## config.mk

```make
export PLATFORM = sky130hd
export DESIGN_NAME = strict_priority_multi_fifo_core
export DESIGN_NICKNAME = d
export VERILOG_FILES = /design/src/rtl/core/spmf_pkg.sv /design/src/rtl/core/strict_priority_multi_fifo_core.sv
export SDC_FILE = /design/constraint.sdc
export NUM_CORES = 2
export LEC_CHECK = 0
export BUFFER_PORTS_ARGS = -buffer_cell sky130_fd_sc_hd__buf_2
export CELL_PAD_IN_SITES_DETAIL_PLACEMENT = 1
export CELL_PAD_IN_SITES_GLOBAL_PLACEMENT = 2
export CORE_MARGIN = 2
export CORE_UTILIZATION = 50
export DETAILED_ROUTE_END_ITERATION = 8
export PLACE_DENSITY = 0.88
export SETUP_SLACK_MARGIN = 0.15
export SLEW_MARGIN = 20
export SYNTH_ARGS = -nofsm -noshare
export SYNTH_HDL_FRONTEND = slang
export SYNTH_MEMORY_MAX_BITS = 65536
export SYNTH_SLANG_ARGS = --single-unit
```

## constraint.sdc

```tcl
create_clock -name clk -period 11.13 [get_ports clk]
set_input_delay 2.226 -clock clk [delete_from_list [all_inputs] [get_ports clk]]
set_output_delay 2.226 -clock clk [all_outputs]
set_load 0.05 [all_outputs]
```

## src/rtl/core/spmf_pkg.sv

```systemverilog
`timescale 1ns / 1ps

package spmf_pkg;

  // Sizing
  localparam int LEVELS        = 8;
  localparam int LEVEL_DEPTH   = 16;
  localparam int PAYLOAD_WIDTH = 32;

  localparam int STORE_DEPTH = LEVELS * LEVEL_DEPTH;
  localparam int LVL_W       = $clog2(LEVELS);
  localparam int PTR_W       = $clog2(LEVEL_DEPTH);
  localparam int CNT_W       = $clog2(LEVEL_DEPTH + 1);
  localparam int ADDR_W      = $clog2(STORE_DEPTH);
  localparam int TOT_W       = $clog2(STORE_DEPTH + 1);

  // Item field widths
  localparam int OP_W       = 2;
  localparam int PRIO_W     = 3;
  localparam int WORD_W     = 32;
  localparam int STATUS_W   = 2;
  localparam int OCC_W      = 8;
  localparam int STORE_W    = (PAYLOAD_WIDTH < WORD_W) ? PAYLOAD_WIDTH : WORD_W;

  localparam int IN_DATA_W  = 40;
  localparam int OUT_DATA_W = 48;

  // Operation codes
  localparam logic [OP_W-1:0] OP_PUSH  = 2'd0;
  localparam logic [OP_W-1:0] OP_POP   = 2'd1;
  localparam logic [OP_W-1:0] OP_CLEAR = 2'd2;

  // Status codes
  localparam logic [STATUS_W-1:0] ST_OK    = 2'd0;
  localparam logic [STATUS_W-1:0] ST_EMPTY = 2'd1;
  localparam logic [STATUS_W-1:0] ST_FULL  = 2'd2;

  typedef logic [LVL_W-1:0]   lvl_t;
  typedef logic [PTR_W-1:0]   ptr_t;
  typedef logic [CNT_W-1:0]   cnt_t;
  typedef logic [ADDR_W-1:0]  addr_t;
  typedef logic [TOT_W-1:0]   tot_t;
  typedef logic [STORE_W-1:0] word_t;

endpackage

```

## src/rtl/core/strict_priority_multi_fifo_core.sv

```systemverilog
`timescale 1ns / 1ps

// Strict priority queue: one FIFO per level, higher level served first. Takes one
// push, pop or clear item per clock. Each item gives one result item. An accepted
// item sits in the input register, then moves into the result register; the payload
// RAM's registered read loads on that same edge. The input only stalls while a
// result is held back by out_tready. A push to a full level is dropped with status
// full; a pop with every level empty returns status empty. No clearing pass is
// needed after reset.
module strict_priority_multi_fifo_core (
  input  logic                            clk,
  input  logic                            rst_n,
  input  logic                            in_tvalid,
  output logic                            in_tready,
  // [1:0] op, [4:2] priority_req, [36:5] payload, [39:37] zero
  input  logic [spmf_pkg::IN_DATA_W-1:0]  in_tdata,
  output logic                            out_tvalid,
  input  logic                            out_tready,
  // [31:0] out_payload, [34:32] out_priority, [36:35] status, [44:37] occupancy,
  // [47:45] zero
  output logic [spmf_pkg::OUT_DATA_W-1:0] out_tdata
);

  // Input register
  logic                                a_valid_r;
  logic [spmf_pkg::OP_W-1:0]           a_op_r;
  logic [spmf_pkg::PRIO_W-1:0]         a_prio_r;
  spmf_pkg::word_t                     a_word_r;

  // Queue state
  spmf_pkg::ptr_t                      head_r [spmf_pkg::LEVELS];
  spmf_pkg::ptr_t                      tail_r [spmf_pkg::LEVELS];
  spmf_pkg::cnt_t                      cnt_r  [spmf_pkg::LEVELS];
  spmf_pkg::tot_t                      tot_r;
  spmf_pkg::word_t                     mem [spmf_pkg::STORE_DEPTH];

  // Result register
  logic                                b_valid_r;
  logic                                b_pop_ok_r;
  spmf_pkg::lvl_t                      b_lvl_r;
  logic [spmf_pkg::STATUS_W-1:0]       b_status_r;
  logic [spmf_pkg::OCC_W-1:0]          b_occ_r;
  spmf_pkg::word_t                     rd_q_r;

  logic                                adv;
  spmf_pkg::lvl_t                      lvl_push;
  spmf_pkg::lvl_t                      lvl_pop;
  logic                                any_full;
  logic                                found;
  logic                                push_ok;
  logic                                pop_ok;
  logic                                do_clear;
  logic [spmf_pkg::STATUS_W-1:0]       status_nxt;
  spmf_pkg::tot_t                      tot_nxt;
  spmf_pkg::addr_t                     wr_addr;
  spmf_pkg::addr_t                     rd_addr;
  spmf_pkg::word_t                     out_word;

  assign adv       = a_valid_r && (!b_valid_r || out_tready);
  assign in_tready = !a_valid_r || adv;

  // Level selection and decision
  always_comb begin
    lvl_push = (int'(a_prio_r) >= spmf_pkg::LEVELS) ? spmf_pkg::lvl_t'(spmf_pkg::LEVELS - 1)
                                                      : spmf_pkg::lvl_t'(a_prio_r);
    any_full = (cnt_r[lvl_push] == spmf_pkg::cnt_t'(spmf_pkg::LEVEL_DEPTH));
    found    = 1'b0;
    lvl_pop  = '0;
    // last hit wins, so the highest non-empty level is picked
    for (int i = 0; i < spmf_pkg::LEVELS; i++) begin
      if (cnt_r[i] != '0) begin
        found   = 1'b1;
        lvl_pop = spmf_pkg::lvl_t'(i);
      end
    end
  end

  always_comb begin
    push_ok    = 1'b0;
    pop_ok     = 1'b0;
    do_clear   = 1'b0;
    status_nxt = spmf_pkg::ST_OK;
    tot_nxt    = tot_r;
    case (a_op_r)
      spmf_pkg::OP_PUSH: begin
        if (any_full) begin
          status_nxt = spmf_pkg::ST_FULL;
        end else begin
          push_ok = 1'b1;
          tot_nxt = tot_r + 1'b1;
        end
      end
      spmf_pkg::OP_POP: begin
        if (!found) begin
          status_nxt = spmf_pkg::ST_EMPTY;
        end else begin
          pop_ok  = 1'b1;
          tot_nxt = tot_r - 1'b1;
        end
      end
      spmf_pkg::OP_CLEAR: begin
        do_clear = 1'b1;
        tot_nxt  = '0;
      end
      default: begin
      end
    endcase
  end

  assign wr_addr = spmf_pkg::addr_t'(lvl_push) * spmf_pkg::addr_t'(spmf_pkg::LEVEL_DEPTH)
                 + spmf_pkg::addr_t'(tail_r[lvl_push]);
  assign rd_addr = spmf_pkg::addr_t'(lvl_pop) * spmf_pkg::addr_t'(spmf_pkg::LEVEL_DEPTH)
                 + spmf_pkg::addr_t'(head_r[lvl_pop]);

  // Input stage
  always_ff @(posedge clk) begin
    if (!rst_n) begin
      a_valid_r <= 1'b0;
    end else if (in_tready) begin
      a_valid_r <= in_tvalid;
    end
  end

  always_ff @(posedge clk) begin
    if (in_tvalid && in_tready) begin
      a_op_r   <= in_tdata[1:0];
      a_prio_r <= in_tdata[4:2];
      a_word_r <= in_tdata[5 +: spmf_pkg::STORE_W];
    end
  end

  // Level pointers and counts
  always_ff @(posedge clk) begin
    if (!rst_n) begin
      for (int i = 0; i < spmf_pkg::LEVELS; i++) begin
        head_r[i] <= '0;
        tail_r[i] <= '0;
        cnt_r[i]  <= '0;
      end
      tot_r <= '0;
    end else if (adv) begin
      tot_r <= tot_nxt;
      for (int i = 0; i < spmf_pkg::LEVELS; i++) begin
        if (do_clear) begin
          head_r[i] <= '0;
          tail_r[i] <= '0;
          cnt_r[i]  <= '0;
        end else if (push_ok && lvl_push == spmf_pkg::lvl_t'(i)) begin
          tail_r[i] <= (tail_r[i] == spmf_pkg::ptr_t'(spmf_pkg::LEVEL_DEPTH - 1))
                       ? '0 : tail_r[i] + 1'b1;
          cnt_r[i]  <= cnt_r[i] + 1'b1;
        end else if (pop_ok && lvl_pop == spmf_pkg::lvl_t'(i)) begin
          head_r[i] <= (head_r[i] == spmf_pkg::ptr_t'(spmf_pkg::LEVEL_DEPTH - 1))
                       ? '0 : head_r[i] + 1'b1;
          cnt_r[i]  <= cnt_r[i] - 1'b1;
        end
      end
    end
  end

  // Payload RAM: one write port, one registered read port. The read register only
  // loads on a successful pop, so it holds while the result is stalled.
  always_ff @(posedge clk) begin
    if (adv && push_ok) begin
      mem[wr_addr] <= a_word_r;
    end
  end

  always_ff @(posedge clk) begin
    if (adv && pop_ok) begin
      rd_q_r <= mem[rd_addr];
    end
  end

  // Result stage
  always_ff @(posedge clk) begin
    if (!rst_n) begin
      b_valid_r <= 1'b0;
    end else if (adv) begin
      b_valid_r <= 1'b1;
    end else if (out_tready) begin
      b_valid_r <= 1'b0;
    end
  end

  always_ff @(posedge clk) begin
    if (adv) begin
      b_pop_ok_r <= pop_ok;
      b_lvl_r    <= pop_ok ? lvl_pop : '0;
      b_status_r <= status_nxt;
      b_occ_r    <= spmf_pkg::OCC_W'(tot_nxt);
    end
  end

  assign out_word   = b_pop_ok_r ? rd_q_r : '0;
  assign out_tvalid = b_valid_r;
  assign out_tdata  = {3'b000,
                       b_occ_r,
                       b_status_r,
                       spmf_pkg::PRIO_W'(b_lvl_r),
                       spmf_pkg::WORD_W'(out_word)};

  // Checks
  a_tot_bound: assert property (@(posedge clk) disable iff (!rst_n)
    int'(tot_r) <= spmf_pkg::STORE_DEPTH)
    else $error("total occupancy above capacity");

  a_empty_means_zero: assert property (@(posedge clk) disable iff (!rst_n)
    b_valid_r && b_status_r == spmf_pkg::ST_EMPTY |-> b_occ_r == '0)
    else $error("empty pop reported with stored items");

  a_pop_ok_status: assert property (@(posedge clk) disable iff (!rst_n)
    b_valid_r && b_pop_ok_r |-> b_status_r == spmf_pkg::ST_OK)
    else $error("popped item carries error status");

  a_rd_hold: assert property (@(posedge clk) disable iff (!rst_n)
    b_valid_r && b_pop_ok_r && !out_tready |=> $stable(rd_q_r))
    else $error("read data changed under stall");

  a_in_hold: assert property (@(posedge clk) disable iff (!rst_n)
    a_valid_r && !adv |=> a_valid_r && $stable(a_op_r))
    else $error("input register lost an item");

endmodule

```

-- Yosys cells after proc, flatten, opt, wreduce, memory -nomap -nowiden
Memories as Yosys holds them, arrays and structs flattened. A register that Yosys moved wholly into a read port is not among the register bits.
Index checks and enable logic that the tools add are counted.
- memories: 4
- output and inout port bits: 50
- register bits: 61
- word-level logic and storage cells: 373
- bits of input ports: 44
- bits in writable memories: 4200
- memories (memory ; depth ; bits a word ; read ports ; clocked after Yosys merged registers in ; write ports ; RTL line ; RTL):
    mem ; 128 ; 32 ; 1 ; 1 ; 1 ; strict_priority_multi_fifo_core.sv:35 ; spmf_pkg::word_t mem [spmf_pkg::STORE_DEPTH];
    cnt_r ; 8 ; 5 ; 9 ; 1 ; 8 ; strict_priority_multi_fifo_core.sv:33 ; spmf_pkg::cnt_t cnt_r [spmf_pkg::LEVELS];
    head_r ; 8 ; 4 ; 9 ; 0 ; 8 ; strict_priority_multi_fifo_core.sv:31 ; spmf_pkg::ptr_t head_r [spmf_pkg::LEVELS];
    tail_r ; 8 ; 4 ; 9 ; 1 ; 8 ; strict_priority_multi_fifo_core.sv:32 ; spmf_pkg::ptr_t tail_r [spmf_pkg::LEVELS];
- $add $sub $neg: 36
- reductions and logical operators: 36
- bitwise operators: 56
- muxes and demuxes: 198
- eq/ne operators: 33
- operator list (operator ; count):
    4-bit 2-to-1 mux ; 48
    5-bit 2-to-1 mux ; 24
    1-bit 2-to-1 mux ; 112
    4-bit by 1-bit adder with 4-bit output, second input constant ; 16
    4-bit equality test, second input constant ; 16
    1-bit bitwise OR ; 56
    5-bit by 1-bit adder with 5-bit output, second input constant ; 8
    5-bit nonzero test ; 8
    5-bit by 1-bit subtractor with 5-bit output, second input constant ; 8
    32-bit 2-to-1 mux ; 1
    3-bit equality test, second input constant ; 8
    3-bit 2-to-1 mux ; 8
    8-bit case mux with 3 select lines ; 1
    1-bit logical AND ; 20
    8-bit 2-to-1 mux ; 2
    7-bit by 4-bit adder with 7-bit output ; 2
    3-bit by 2-bit equality test with 1-bit output, second input constant ; 4
    8-bit by 1-bit adder with 8-bit output, second input constant ; 1
    8-bit by 1-bit subtractor with 8-bit output, second input constant ; 1
    3-bit by 1-bit equality test with 1-bit output, second input constant ; 2
    3-bit logical NOT ; 2
    5-bit equality test, second input constant ; 1
    2-bit case mux with 2 select lines ; 1
    2-bit by 1-bit equality test with 1-bit output, second input constant ; 1
    other kinds (6) ; 8

-- Depth between registers and ports, before layout
An unclocked memory read counts as a cell.
- depth in word-level cells: 20
- mapped depth: 20

-- Worst setup path before layout
No wires, ideal clock.
- path type: input to register
- start: input port out_tready
- end: memory mem[103][0] in the netlist's numbering (enable)
- buffers on the path: 2
- arrival time: 5.372 ns
- stages: 9
- required time: 10.709 ns
- setup slack: 5.336 ns
- cell sequence: nor2b_1 -> nand2b_1 -> inv_1 -> clkbuf_1 -> nand3_1 -> nor2_1 -> nand2_1 -> clkbuf_1 -> nor2_1
- word-level cells in the longest chain between the ends: 5
- RTL lines (what ; RTL line ; RTL):
    start, declared ; strict_priority_multi_fifo_core.sv:18 ; input logic out_tready,
    1-bit logical OR ; strict_priority_multi_fifo_core.sv:59 ; assign adv = a_valid_r && (!b_valid_r || out_tready);
    1-bit logical AND ; strict_priority_multi_fifo_core.sv:59 ;
    net adv ; strict_priority_multi_fifo_core.sv:45 ; logic adv;
    1-bit logical AND ; strict_priority_multi_fifo_core.sv:164 ; if (adv && push_ok) begin
    1-bit 2-to-1 mux ; strict_priority_multi_fifo_core.sv:164 ;
    1-bit 2-to-1 mux (implied by the code) ; strict_priority_multi_fifo_core.sv:165 ; mem[wr_addr] <= a_word_r;
    end, declared ; strict_priority_multi_fifo_core.sv:35 ;
The timed path passes the listed nets, and every way through them passes these cells.

==> results by group <==
Outcome
  • Status: finished clean

Timing
  • Tmin final: 7.785 ns
  • Setup TNS: 0 ns
  • Worst-Margin Slew: 1.389 ns
  • Clock skew: 0.05181 ns
  • Hold Vio Cnt, Final: 0
  • RSZ-0062 raised after global routing: no
  • Fmax: 128.5 MHz
  • Final Cycle Share: 69.94%
  • Slew margin rel.: 7.378%
  • Min Hold Slack: 0.5296 ns
  • Setup WS post-layout: 3.345 ns
  • # setup viols final: 0
  • Max Slew Vio Count: 0

Detailed routing
  • Total number of vias: 97.72k
  • Drt first-iter violations: 16.52k
  • Residual DRC: 0
  • Drt total wl: 586.6 mm
  • Detail Route Antenna Nets: 0
  • WL per Instance: 42.39 um
  • Vias per std cell: 7.062
  • Initial DRT Pass Iterations: 6

Yosys
  • Syn_area_per_cell: 19.14 sq um
  • Synth Register Bits: 4296
  • Async SR Flop Fraction: 0%
  • Yosys warns: 0
  • Unique masters post-synth: 89
  • Sequential-to-total area share from yosys stat: 77.39%
  • EDFF count, synth: 4283
  • Commonest register cell after synthesis: edfxtp_1
  • Cell count after synthesis: 8703
  • Cell area after synthesis: 166500 sq um

Floorplan
  • Die Area: 337700 sq um
  • Rows: 211
  • Core Area: 330800 sq um
  • Die Ht: 581.1 um
  • Initial Utilization: 50.34%
  • Die X: 581.1 um
  • IO Pins: 94

Pwr
  • Leakage: 59.22 nW
  • Final Power: 0.03489 W
  • Pwr/cell area: 185.8 nW/um^2
  • IR drop worst, VDD: 154.1 uV

Worst setup path
  • Max incr delay on CP: 1.02 ns
  • Setup CP Type: reg -> reg
  • Critical path peak fanout: 88
  • Flop2flop setup slack: 3.35 ns
  • Cells along the critical path: inv_1, ha_1, nor4b_2, nand4_1, buf_12, a211oi_1, nor2_1, a21oi_4, buf_12, buf_4, buf_4, mux4_2, a22oi_1, nand4_1, nor4_1, a31oi_1
  • Critical path endpoint category: flip-flop
  • Critical path's slowest cell: nor4_1
  • CP startpoint kind: flip-flop
  • Crit path arrival time: 8.47 ns
  • Critical Path RT: 11.81 ns

Clock network
  • CTS Sinks: 4296
  • Post-CTS sizing: 0
  • Register clock-pin slew on the reported worst setup and hold paths: 0.06 ns
  • CTS Buf Count: 414
  • CTS tree: built
  • Clk buf depth: 4
  • Worst-Skew Late Latency: 1.02 ns
  • Setup bufs post-CTS: 0
  • Hold_buf cts: 0
  • Max H-tree Level: 5
  • CTS Root Cell: clkbuf_16

Placement
  • Routability cong.: 0.8538
  • Dpl ws: 3.831 ns
  • Placed wire-length estimate: 310.0 mm
  • Placed cell area: 174300 sq um
  • Port bufs: 87

Flow run
  • Max_cap viols: 0

Global routing
  • Remaining Overflow, GRT: 0
  • Gr usage total: 34.55%
  • Pin count of the biggest net entering global routing: 134
  • Antenna violations before repair: 41
  • Number of global-route vias before repair: 100.4k
  • First-pass GRT wire length: 804.4 mm

Final layout
  • Layout area overhead: 12.75%
  • Fin area: 187800 sq um
  • Nets@finish: 9180
  • Share of cells above drive strength 1: 21.40%

Min path
  • Class of the worst hold path: reg -> reg
-- critical path, delay by kind of cell, from the launching register on --
kind,cells,cell delay (ns)
buffers and inverters,5,2.51
and+or+nand+nor,5,2.44
AOI/OAI and AO/OA,4,1.03
DFF,1,0.46
muxes,1,0.43
adders and majority gates,1,0.17
-- cell usage after synthesis, types with 111 or more instances --
| library cell | count | area (sq um) |
|---|---|---|
| edfxtp_1 | 4283 | 128600 |
| nand2_1 | 1032 | 3874 |
| mux4_2 | 782 | 17610 |
| nand3_1 | 313 | 1567 |
| nor2_1 | 277 | 1040 |
| a21oi_1 | 225 | 1126 |
| buf_2 | 200 | 1001 |
| a22oi_1 | 188 | 1411 |
| mux2i_1 | 170 | 1702 |
| clkbuf_1 | 155 | 581.8 |
| nand4_1 | 114 | 713.2 |
| a31oi_1 | 111 | 694.4 |
-- power breakdown --
part           switching, W  internal [W]  total (W)
logic               0.00187      0.000925    0.00279
clock network       0.00630       0.00788     0.0142
registers         0.0000620        0.0179     0.0179
-- cell families (layout without fill, tap and decap cells) --
kind of cell               Yosys count  after routing  synth area share [%]
DFF                               4296           4296                 77.39
and+or+nand+nor                   1990           1990                 5.352
muxes                              960            960                 11.65
AOI/OAI and AO/OA                  893            893                 3.716
buffers and inverters              503           1240                 1.485
adders and majority gates           41             41                0.3080
xor gates and xnor gates            19             19               0.09993
other                                1             32              0.002252
-- layout by cell type, fill, tap and decap left out, types with 144 or more instances in the layout --
cell,synthesis,routed
a22oi_1,188,187
mux2i_1,170,168
nand2_1,1032,1021
buf_4,61,313
nor2_4,0,144
nand3_1,313,311
a21oi_1,225,223
mux4_2,782,782
edfxtp_1,4283,4283
clkbuf_16,0,425
-- sequential cells by signal (all words and copies together) (netlist names), named ones only --
| register | count |
|---|---|
| mem | 4096 |
| tot_r | 8 |
| b_pop_ok_r | 1 |
| a_valid_r | 1 |
| head_r | 32 |
| a_word_r | 32 |
| b_occ_r | 8 |
| cnt_r | 40 |
| b_lvl_r | 3 |
| out_tvalid | 1 |
| tail_r | 32 |
| a_op_r | 2 |
| a_prio_r | 3 |
| b_status_r | 2 |
| rd_q_r | 32 |
-- metal layers --
metal  vias to the layer above  global-route usage [%]  wire [um]
li1                      36300                       -          -
met4                        10                   25.84      54180
met2                      8955                   52.95     265700
met3                      2425                   9.683      83120
met5                         -                       0         68
met1                     50025                   42.03     183500
-- layout make-up --
cell class	instances	area, sq um
antenna	29	72.57
clock buffer	514	11000
clock inverter	249	2217
fill	28663	143000
inverter	43	161.4
multi-input combinational	3906	36590
sequential	4296	128900
tap	4366	5463
timing repair buffer	434	3390
-- metrics by stage --
stage / std cells / util, %
2_1_floorplan: 8705 / -
3_3_place_gp: 13036 / 52.68
3_5_place_dp: 13037 / 52.68
4_1_cts: 13800 / 56.68
5_1_grt: 13818 / 56.75
6_report: 13837 / 56.76
-- worst paths after layout --
| kind | cells after the start | startpoint | endpoint |
|---|---|---|---|
| worst max-delay path | 16 | cnt_r[4][0] | rd_q_r[22] |
| worst min-delay path | 2 | tot_r[7] | tot_r[7] |
| worst max register to register | 16 | cnt_r[4][0] | rd_q_r[22] |
| worst min register to register | 2 | tot_r[7] | tot_r[7] |
No activity file was read; power rests on OpenSTA's default activity.
